===== src/hw/rtl/crru_pkg.sv =====
`timescale 1ns / 1ps

package crru_pkg;

  localparam int RANK_W  = 30;
  localparam int REM_W   = RANK_W + 1;  // rank + 1
  localparam int NORB_W  = 6;
  localparam int NELEC_W = 5;
  localparam int ORB_W   = 6;
  localparam int SLOTF_W = 4;
  localparam int CFG_W   = 6;

  // register indexes on the config port
  localparam logic [0:0] CFG_NUM_ORBITALS  = 1'b0;
  localparam logic [0:0] CFG_NUM_ELECTRONS = 1'b1;

  typedef struct packed {
    logic               valid;
    logic               err;
    logic [NORB_W-1:0]  num_orb;
    logic [NELEC_W-1:0] num_elec;
  } item_ctl_t;

  // C(n,k) via Pascal's triangle, saturated to REM_W bits (only ever
  // compared against the remainder, at most rank + 1, which is always below the saturation value)
  function automatic logic [REM_W-1:0] binom_sat(int n, int k);
    longint unsigned row [0:63];
    int a;
    int b;
    for (a = 0; a < 64; a++) begin
      row[a] = 64'd0;
    end
    row[0] = 64'd1;
    for (a = 1; a <= n; a++) begin
      for (b = a; b >= 1; b--) begin
        row[b] = row[b] + row[b-1];
      end
    end
    if (k > n || k < 0) begin
      return '0;
    end
    if (row[k] >= (64'd1 << REM_W)) begin
      return '1;
    end
    return row[k][REM_W-1:0];
  endfunction

endpackage


===== src/hw/rtl/crru_slot.sv =====
`timescale 1ns / 1ps

// One electron slot: compare stage, then select-and-subtract stage.
module crru_slot #(
  parameter int MAX_ORBITALS  = 32,
  parameter int MAX_ELECTRONS = 16,
  parameter int SLOT          = 0
) (
  input  logic                                        clk,
  input  logic                                        rst_n,
  input  logic                                        en,
  input  crru_pkg::item_ctl_t                         ctl_i,
  input  logic [crru_pkg::REM_W-1:0]                  rem_i,
  input  logic [MAX_ELECTRONS-1:0][crru_pkg::ORB_W-1:0] orb_i,
  output crru_pkg::item_ctl_t                         ctl_o,
  output logic [crru_pkg::REM_W-1:0]                  rem_o,
  output logic [MAX_ELECTRONS-1:0][crru_pkg::ORB_W-1:0] orb_o
);

  // weights C(k, SLOT+1) for k = 0 .. MAX_ORBITALS
  logic [crru_pkg::REM_W-1:0] wcol [MAX_ORBITALS+1];

  for (genvar k = 0; k <= MAX_ORBITALS; k++) begin : g_w
    localparam logic [crru_pkg::REM_W-1:0] W = crru_pkg::binom_sat(k, SLOT + 1);
    assign wcol[k] = W;
  end

  // ---- stage A: compare ----
  logic [crru_pkg::REM_W-1:0]  lim;
  logic [MAX_ORBITALS-1:0]     hit_nxt;
  logic                        is_live;
  logic                        is_top;
  logic                        over;
  crru_pkg::item_ctl_t         ctl_a_nxt;
  logic                        live_a_nxt;

  always_comb begin
    lim = '0;
    for (int k = 0; k <= MAX_ORBITALS; k++) begin
      if (ctl_i.num_orb == crru_pkg::NORB_W'(k)) begin
        lim = wcol[k];
      end
    end
    for (int k = 0; k < MAX_ORBITALS; k++) begin
      hit_nxt[k] = (crru_pkg::NORB_W'(k) < ctl_i.num_orb) && (wcol[k] < rem_i);
    end
    is_live    = ctl_i.valid && !ctl_i.err && ({1'b0, ctl_i.num_elec} > 6'(SLOT));
    is_top     = ({1'b0, ctl_i.num_elec} == 6'(SLOT + 1));
    // range check happens at the highest slot in use: rank >= C(no, ne)
    over       = is_live && is_top && (rem_i > lim);
    ctl_a_nxt  = ctl_i;
    ctl_a_nxt.err = ctl_i.err | over;
    live_a_nxt = is_live && !over;
  end

  crru_pkg::item_ctl_t                          ctl_a_r;
  logic                                         live_a_r;
  logic [crru_pkg::REM_W-1:0]                   rem_a_r;
  logic [MAX_ORBITALS-1:0]                      hit_a_r;
  logic [MAX_ELECTRONS-1:0][crru_pkg::ORB_W-1:0] orb_a_r;

  always_ff @(posedge clk) begin
    if (!rst_n) begin
      ctl_a_r  <= '0;
      live_a_r <= 1'b0;
    end else if (en) begin
      ctl_a_r  <= ctl_a_nxt;
      live_a_r <= live_a_nxt;
    end
  end

  always_ff @(posedge clk) begin
    if (en) begin
      rem_a_r <= rem_i;
      hit_a_r <= hit_nxt;
      orb_a_r <= orb_i;
    end
  end

  // ---- stage B: highest hit, subtract its weight ----
  logic [crru_pkg::REM_W-1:0]                   sel_w;
  logic [crru_pkg::ORB_W-1:0]                   sel_orb;
  logic [crru_pkg::REM_W-1:0]                   rem_b_nxt;
  logic [MAX_ELECTRONS-1:0][crru_pkg::ORB_W-1:0] orb_b_nxt;

  always_comb begin
    sel_w   = '0;
    sel_orb = '0;
    for (int k = 0; k < MAX_ORBITALS; k++) begin
      if (hit_a_r[k]) begin
        sel_w   = wcol[k];
        sel_orb = crru_pkg::ORB_W'(k + 1);
      end
    end
    rem_b_nxt = rem_a_r;
    orb_b_nxt = orb_a_r;
    if (live_a_r) begin
      rem_b_nxt       = rem_a_r - sel_w;
      orb_b_nxt[SLOT] = sel_orb;
    end
  end

  crru_pkg::item_ctl_t                          ctl_b_r;
  logic [crru_pkg::REM_W-1:0]                   rem_b_r;
  logic [MAX_ELECTRONS-1:0][crru_pkg::ORB_W-1:0] orb_b_r;

  always_ff @(posedge clk) begin
    if (!rst_n) begin
      ctl_b_r <= '0;
    end else if (en) begin
      ctl_b_r <= ctl_a_r;
    end
  end

  always_ff @(posedge clk) begin
    if (en) begin
      rem_b_r <= rem_b_nxt;
      orb_b_r <= orb_b_nxt;
    end
  end

  assign ctl_o = ctl_b_r;
  assign rem_o = rem_b_r;
  assign orb_o = orb_b_r;

endmodule

===== config.mk =====
export PLATFORM = sky130hd
export DESIGN_NAME = crru_slot
export DESIGN_NICKNAME = d
export VERILOG_FILES = /design/src/hw/rtl/crru_pkg.sv /design/src/hw/rtl/crru_slot.sv
export SDC_FILE = /design/constraint.sdc
export NUM_CORES = 1
export LEC_CHECK = 0
export BUFFER_PORTS_ARGS = -buffer_cell sky130_fd_sc_hd__buf_4
export CAP_MARGIN = 15
export CORE_MARGIN = 4
export CORE_UTILIZATION = 49
export DETAILED_ROUTE_END_ITERATION = 8
export GPL_TIMING_DRIVEN = 0
export PLACE_DENSITY = 0.71
export SLEW_MARGIN = 15
export SYNTH_ARGS = -nofsm -noshare
export SYNTH_HDL_FRONTEND = slang
export SYNTH_SLANG_ARGS = --single-unit

===== constraint.sdc =====
create_clock -name clk -period 9.6 [get_ports clk]
set_clock_uncertainty 0.15 [all_clocks]
set_input_delay 0.96 -clock clk [delete_from_list [all_inputs] [get_ports clk]]
set_output_delay 0.96 -clock clk [all_outputs]
set_load 0.005 [all_outputs]

==> key figures, run 1 <==
Logic synthesis
  • Largest family of logic cells by synthesized area: simple AND/OR/NAND/NOR gates
  • Post-synth EDFFs: 286
  • Simple-gate share of the synthesized area: 0.0985
  • Leading area contributor after synthesis: edfxtp_1
  • Synth area leaders: edfxtp_1, dfxtp_1, mux2i_1
  • Net Count, Synth: 894
  • Sequential area share after synthesis: 0.772
  • Syn_area_per_cell: 16.0 um^2
  • Primary FF master, synth: edfxtp_1
  • Xor/xnor share of the synthesized area: 0.0207
  • Post-synth top area share: 0.726
  • Cell area after synthesis: 11800 um^2
  • Async S/R FF share, synth: 0
  • Post-synthesis mux area share: 0.0249
  • Adder-cell share of the synthesized area: 0.0133
  • Top cells by instance count after synthesis: edfxtp_1, nor2_1, nand2_1
  • Seq cells post-synth: 313
  • Mapped Cells: 739
  • Compound-Gate Fraction of Synth Area: 0.0582
  • Yosys cell types: 59
  • Count leader, synth: edfxtp_1
  • YS warnings: 0

Placed design
  • I/O Buffers: 279
  • Placer Congestion: 0.889
  • Placed insts: 1339
  • Dpl cell area: 14400 um^2
  • Dpl hpwl: 19800 um

Global route
  • First-pass GRT wire length: 41100 um
  • Number of global-route vias before repair: 7220
  • GR Util All Layers: 0.200
  • Remaining Overflow, GRT: 0
  • Initial antenna violation count: 0
  • Largest net degree at the start of global routing: 119

Routing
  • DRC Markers: 0
  • DRT Wirelength: 27400 um
  • Routed vias: 7377
  • Vias per inst: 5.28
  • Drt first-iter violations: 647
  • Post-route ant nets: 0
  • DR pass1 iterations: 5
  • Detailed-route wire length per cell: 19.6 um

Setup path
  • Crit path DAT: 4.49 ns
  • Startpoint types: flip-flop
  • Worst reg-to-reg path cell count: 12
  • CP max FO: 5
  • Reg2reg setup slack: 5.20 ns
  • Required time of the critical path: 9.69 ns
  • CP Capture Type: flip-flop
  • Reg2Reg Capture Point: rem_o[20]$_DFFE_PP_
  • Critical path class: reg2reg
  • Worst R2R Start: hit_a_r[20]$_DFFE_PP_

Power
  • PD cells: 200 nW/um^2
  • VDD IR max: 0.000116 V
  • Clock group share of total power: 0.388
  • NetSw: 654 uW
  • Power Internal: 2.43 mW
  • Gate power share: 0.077
  • Reg power frac: 0.535
  • Sw frac: 0.212
  • Leak Pwr: 5.88 nW

Floorplan
  • Core ar.: 23600 um^2
  • # rows: 56
  • Die X: 163 um
  • Ports: 283
  • Vert. Die Dim: 163 um
  • Effective utilization at floorplan: 0.501
  • Die Area: 26700 um^2

Clock network
  • CTS clock-pin slew for the worst setup and hold paths: 0.06 ns
  • # hold bufs at CTS: 0
  • CTS resizes: 0
  • Worst-Skew Late Latency: 0.51 ns
  • # Post-CTS Setup Buffers: 0
  • H-tree depth: 2
  • CTS Buffer Depth: 3
  • Clock Sinks: 313
  • Root buf cell: clkbuf_16
  • CTS tree: yes
  • Number of buffers created by CTS: 34

STA
  • Hold_ws: 0.265 ns
  • Final hold vios: 0
  • Final TNS setup: 0 ns
  • Slew HR: 0.397
  • RSZ-0062 raised after global routing: no
  • Measured slew at the worst slew-check pin: 0.897 ns
  • Fmax: 228 MHz
  • Period utilisation layout: 0.458
  • Max Slew Vio Count: 0
  • Crit path time final: 4.40 ns
  • Setup violators final: 0

Layout
  • Area Growth Syn to Fin: 30.2%
  • Final nets: 1211
  • Final core occ: 0.652
  • Finished Layout Cells: 1396
  • Ant diodes: 0
  • Fin area: 15400 um^2
  • Layout cells sized above 1: 0.318

Outcome
  • Status: finished clean

Flow run
  • Max-Cap Viols: 0

Worst hold path
  • Hold Path Origin: orb_a_r[31]$_DFFE_PP_
  • HP Class: reg2reg
  • Hold Path Sink: orb_o[31]$_DFFE_PP_
  • Hold path cells: 0
[critical path: stages, from the launching register on]
cell	delay (ns)
edfxtp_1	0.47
or4_1	0.55
nor3_1	0.26
o221ai_1	0.18
o211ai_1	0.28
ha_1	0.22
inv_1	0.05
fa_1	0.42
a211oi_1	0.34
o21ai_1	0.23
nor3b_1	0.62
nand3_1	0.20
xnor2_1	0.17
[state kept, by name, indices dropped and copies added (netlist names)]
signal / count
orb_a_r: 96
orb_o: 96
hit_a_r: 32
rem_a_r: 31
rem_o: 31
ctl_a_r: 13
ctl_o: 13
live_a_r: 1
[worst max-delay path by stage]
stage / start / endpoint / slack, ns / cells past startpoint
after floorplan: hit_a_r[20]$_DFFE_PP_ / rem_o[18]$_DFFE_PP_ / 5.95 / 12
after global placement: en / ctl_o[12]$_SDFFE_PN0P_ / 4.36 / 5
after detailed placement: hit_a_r[20]$_DFFE_PP_ / rem_o[20]$_DFFE_PP_ / 5.22 / 12
after CTS: hit_a_r[20]$_DFFE_PP_ / rem_o[20]$_DFFE_PP_ / 5.17 / 12
after global routing: hit_a_r[20]$_DFFE_PP_ / rem_o[20]$_DFFE_PP_ / 4.86 / 12
final: hit_a_r[20]$_DFFE_PP_ / rem_o[20]$_DFFE_PP_ / 5.20 / 12
[kinds of logic (layout without fill, tap and decap cells)]
group,count (synthesis),in the layout
adder cells (fa/ha/maj),12,12
buffers and inverters,40,378
XOR/XNOR,28,28
AO/OA/AOI/OAI,102,102
AND/OR/NAND/NOR,215,215
flip-flops,313,313
multiplexers,29,29
[power groups by stage]
stage                     Combinational (mW)  Clock [mW]  Sequential [mW]
after global routing                   0.260        1.29             1.66
after detailed placement               0.239           0             1.68
final                                  0.238        1.20             1.65
after global placement                 0.233           0             1.68
after CTS                              0.241        1.23             1.65
after floorplan                       0.0741           0             1.67
[per-layer routing]
layer	vias to the layer above	GRT usage	routed length, um
li1	3493	-	-
met1	3532	0.254	10900
met2	307	0.336	13300
met3	45	0.0580	2450
met4	0	0.0610	646
met5	-	0	0
[stage by stage]
stage               setup WS [ns]  power (mW)
floorplan                    5.95        1.74
global placement             4.36        1.91
detailed placement           5.22        1.92
CTS                          5.17        3.12
global route                 4.86        3.21
finish                       5.20        3.08
[cell type report]
| cell class | count | area (um^2) |
|---|---|---|
| Sequential cell | 313 | 9130 |
| Fill cell | 1695 | 8210 |
| Multi-Input combinational cell | 386 | 2550 |
| Timing Repair Buffer | 281 | 2160 |
| Clock buffer | 46 | 928 |
| Tap cell | 319 | 399 |
| Clock inverter | 11 | 86.3 |
| Buffer | 21 | 78.8 |
| Inverter | 19 | 71.3 |
[placed cells by master, fill, tap and decap left out, types with 7 or more instances in the layout]
master / n
edfxtp_1: 286
buf_4: 278
nor2_1: 48
clkbuf_16: 35
nand2_1: 34
a21oi_1: 33
clkbuf_1: 30
nor2b_1: 30
dfxtp_1: 27
mux2i_1: 26
nor3_1: 22
inv_1: 18
xor2_1: 17
nor4_1: 16
nand3_1: 12
or3_1: 11
o21ai_0: 11
xnor2_1: 11
ha_1: 11
nand2b_1: 9
a31oi_1: 9
a211oi_1: 7
a221oi_1: 7
Note: power is estimated with default switching activity, not from simulation.
==> run 2: changes to the inputs <==
- CORE_UTILIZATION: 49 -> 48
- PLACE_DENSITY: 0.71 -> 0.73
- clock period: 9.6 -> 3.9 ns (I/O delays scaled with it)
==> key figures, run 2 (synthesized netlist as in run 1, its figures left out) <==
Worst hold path
  • Hold Path Sink: rem_a_r[4]$_DFFE_PP_
  • HP Class: in2reg
  • Hold path cells: 1 (+1)
  • Hold Path Origin: rem_i[4]

Setup path
  • Worst reg-to-reg path cell count: 13 (+1)
  • Reg2reg setup slack: -0.04 ns (-5.25 ns)
  • Critical path class: reg2reg
  • CP Capture Type: flip-flop
  • Worst R2R Start: hit_a_r[22]$_DFFE_PP_
  • Slowest cell on crit path: or4_4
  • Reg2Reg Capture Point: rem_o[16]$_DFFE_PP_
  • Crit path cell chain: or4_4 > nor3_4 > o221ai_2 > o211ai_1 > ha_2 > inv_2 > fa_2 > a211oi_4 > o21ai_4 > nor3b_2 > buf_4 > nand3_1 > xnor2_1
  • CP max FO: 5 (unchanged)
  • Startpoint types: flip-flop
  • Crit path DAT: 4.05 ns (-0.44 ns)
  • Required time of the critical path: 4.00 ns (-5.69 ns)
  • Crit-path max cell delay: 0.56 ns (-0.06 ns)

Routing
  • Detailed-route wire length per cell: 21.4 um (+9.2%)
  • DR pass1 iterations: 5 (unchanged)
  • DRC Markers: 0 (unchanged)
  • DRT Wirelength: 33100 um (+21%)
  • Drt first-iter violations: 577 (-11%)
  • Post-route ant nets: 0 (unchanged)
  • Vias per inst: 5.34 (+1.1%)
  • Routed vias: 8259 (+12%)

Power
  • Total power: 8.02 mW (+160%)
  • VDD IR max: 0.000372 V (+220%)
  • PD cells: 473 nW/um^2 (+140%)
  • Leak Pwr: 6.54 nW (+11%)

Outcome
  • Failing checks: setup timing
  • Status: finished, violations left

STA
  • Max Slew Vio Count: 0 (unchanged)
  • Crit path time final: 3.94 ns (-0.450 ns)
  • Period utilisation layout: 1.01 (+0.554)
  • Measured slew at the worst slew-check pin: 0.854 ns (-0.0430 ns)
  • Fmax: 253 MHz (+11%)
  • Setup violators final: 5 (+5)
  • Fin worst setup slack: -0.0449 ns (-5.25 ns)
  • Slew HR: 0.426 (+0.0289)
  • Final hold vios: 0 (unchanged)
  • RSZ-0062 raised after global routing: yes
  • Hold_ws: 0.0212 ns (-0.244 ns)

Global route
  • Number of global-route vias before repair: 8249 (+14%)
  • First-pass GRT wire length: 48000 um (+17%)
  • Initial antenna violation count: 1 (+1)
  • GR Util All Layers: 0.233 (+0.0329)
  • Largest net degree at the start of global routing: 111 (-6.7%)
  • Remaining Overflow, GRT: 0 (unchanged)

Floorplan
  • Effective utilization at floorplan: 0.488 (-0.0131)
  • Ports: 283 (unchanged)
  • Vert. Die Dim: 165 um (+0.99%)
  • # rows: 57 (+1.8%)
  • Die Area: 27200 um^2 (+2.0%)
  • Core ar.: 24200 um^2 (+2.7%)
  • Die X: 165 um (+0.99%)

Layout
  • Fillcell total: 1579 (-6.8%)
  • Commonest cells after routing, fill and taps aside: buf_4, edfxtp_1, dlygate4sd3_1
  • Final nets: 1351 (+12%)
  • Layout cells sized above 1: 0.307 (-0.0111)
  • Commonest non-fill, non-tap cell in the layout: buf_4
  • Area Growth Syn to Fin: 43.5%
  • Final core occ: 0.700 (+0.0476)

Clock network
  • Worst-Skew Late Latency: 0.51 ns (about the same)
  • CTS tree: yes
  • CTS clock-pin slew for the worst setup and hold paths: 0.06 ns (about the same)
  • CTS Buffer Depth: 3 (unchanged)
  • Clock Sinks: 313 (unchanged)
  • Root buf cell: clkbuf_16
  • Number of buffers created by CTS: 34 (unchanged)
  • H-tree depth: 2 (unchanged)

Flow run
  • Max-Cap Viols: 0 (unchanged)

Placed design
  • Dpl hpwl: 20200 um (+1.7%)
  • I/O Buffers: 279 (unchanged)
  • Placer Congestion: 0.907 (+2.0%)
[run 2: cell count changes in the layout (fill, tap and decap cells not counted), moves of 2 or more]
cell	before	now
diode_2	0	2
buf_4	278	289
clkbuf_1	30	25
clkinvlp_4	1	3
clkinv_1	3	7
bufinv_16	1	4
dlygate4sd3_1	0	128
nand2_1	34	30
nand2_2	0	3
[run 2: what timing repair did]
action | in CTS | in global routing
endpoints found under the setup margin | 10 | 10
setup buffers | 5 | 7
hold buffers | 128 | 0
resized for setup | 4 | 19
gates cloned | 0 | 0
pin swaps | 3 | 11
endpoints found under the hold margin | 128 | 0
[run 2: cell type report]
| type | count | area, um^2 | share of cell area |
|---|---|---|---|
| Tap cell | 324 | 405 | 0.0239 |
| Antenna cell | 2 | 5.00 | 0.000295 |
| Multi-Input combinational cell | 386 | 2650 | 0.156 |
| Timing Repair Buffer | 421 | 3530 | 0.208 |
| Clock inverter | 22 | 231 | 0.0136 |
| Clock buffer | 38 | 866 | 0.0510 |
| Sequential cell | 313 | 9130 | 0.538 |
| Buffer | 21 | 78.8 | 0.00465 |
| Inverter | 19 | 71.3 | 0.00420 |
[run 2: critical path, delay by kind of cell (launching register included)]
family	cells	cell delay, ns
buffers and inverters	2	0.21
XOR/XNOR	1	0.15
adder cells (fa/ha/maj)	2	0.67
AO/OA/AOI/OAI	4	0.88
AND/OR/NAND/NOR	4	1.16
flip-flops	1	0.47
[run 2: worst max path at each step]
stage                            end  slack, ns             startpoint  cells after the start
2_1_floorplan    rem_o[18]$_DFFE_PP_       0.25  hit_a_r[20]$_DFFE_PP_                     12
3_3_place_gp   ctl_o[4]$_SDFFE_PN0P_      -0.78                     en                      5
3_5_place_dp     rem_o[16]$_DFFE_PP_      -0.47  hit_a_r[20]$_DFFE_PP_                     12
4_1_cts          rem_o[16]$_DFFE_PP_       0.05  hit_a_r[20]$_DFFE_PP_                     13
5_1_grt          rem_o[18]$_DFFE_PP_      -0.12  hit_a_r[22]$_DFFE_PP_                     13
6_report         rem_o[16]$_DFFE_PP_      -0.04  hit_a_r[22]$_DFFE_PP_                     13
[run 2: layer usage]
layer | routed length [um] | up-vias | global-route usage
met4 | 1220 | 0 | 0.0847
met1 | 12600 | 3989 | 0.275
met3 | 2650 | 84 | 0.0571
li1 | - | 3772 | -
met2 | 16700 | 414 | 0.414
met5 | 0 | - | 0
[run 2: power breakdown]
part / switching (mW) / internal (mW)
Sequential: 0.134 / 3.95
Clock: 1.31 / 1.88
Combinational: 0.347 / 0.400
Total: 1.80 / 6.22
[run 2: stage by stage]
step	instance area (um^2)	cells	worst slack (ns)	TNS [ns]
after floorplan	11800	739	0.248	0
after global placement	14300	1342	-0.780	-19.66
after detailed placement	14400	1344	-0.466	-3.51
after CTS	16800	1537	0.0479	0
after global routing	17000	1545	-0.124	-0.982
final	17000	1546	-0.0449	-0.128
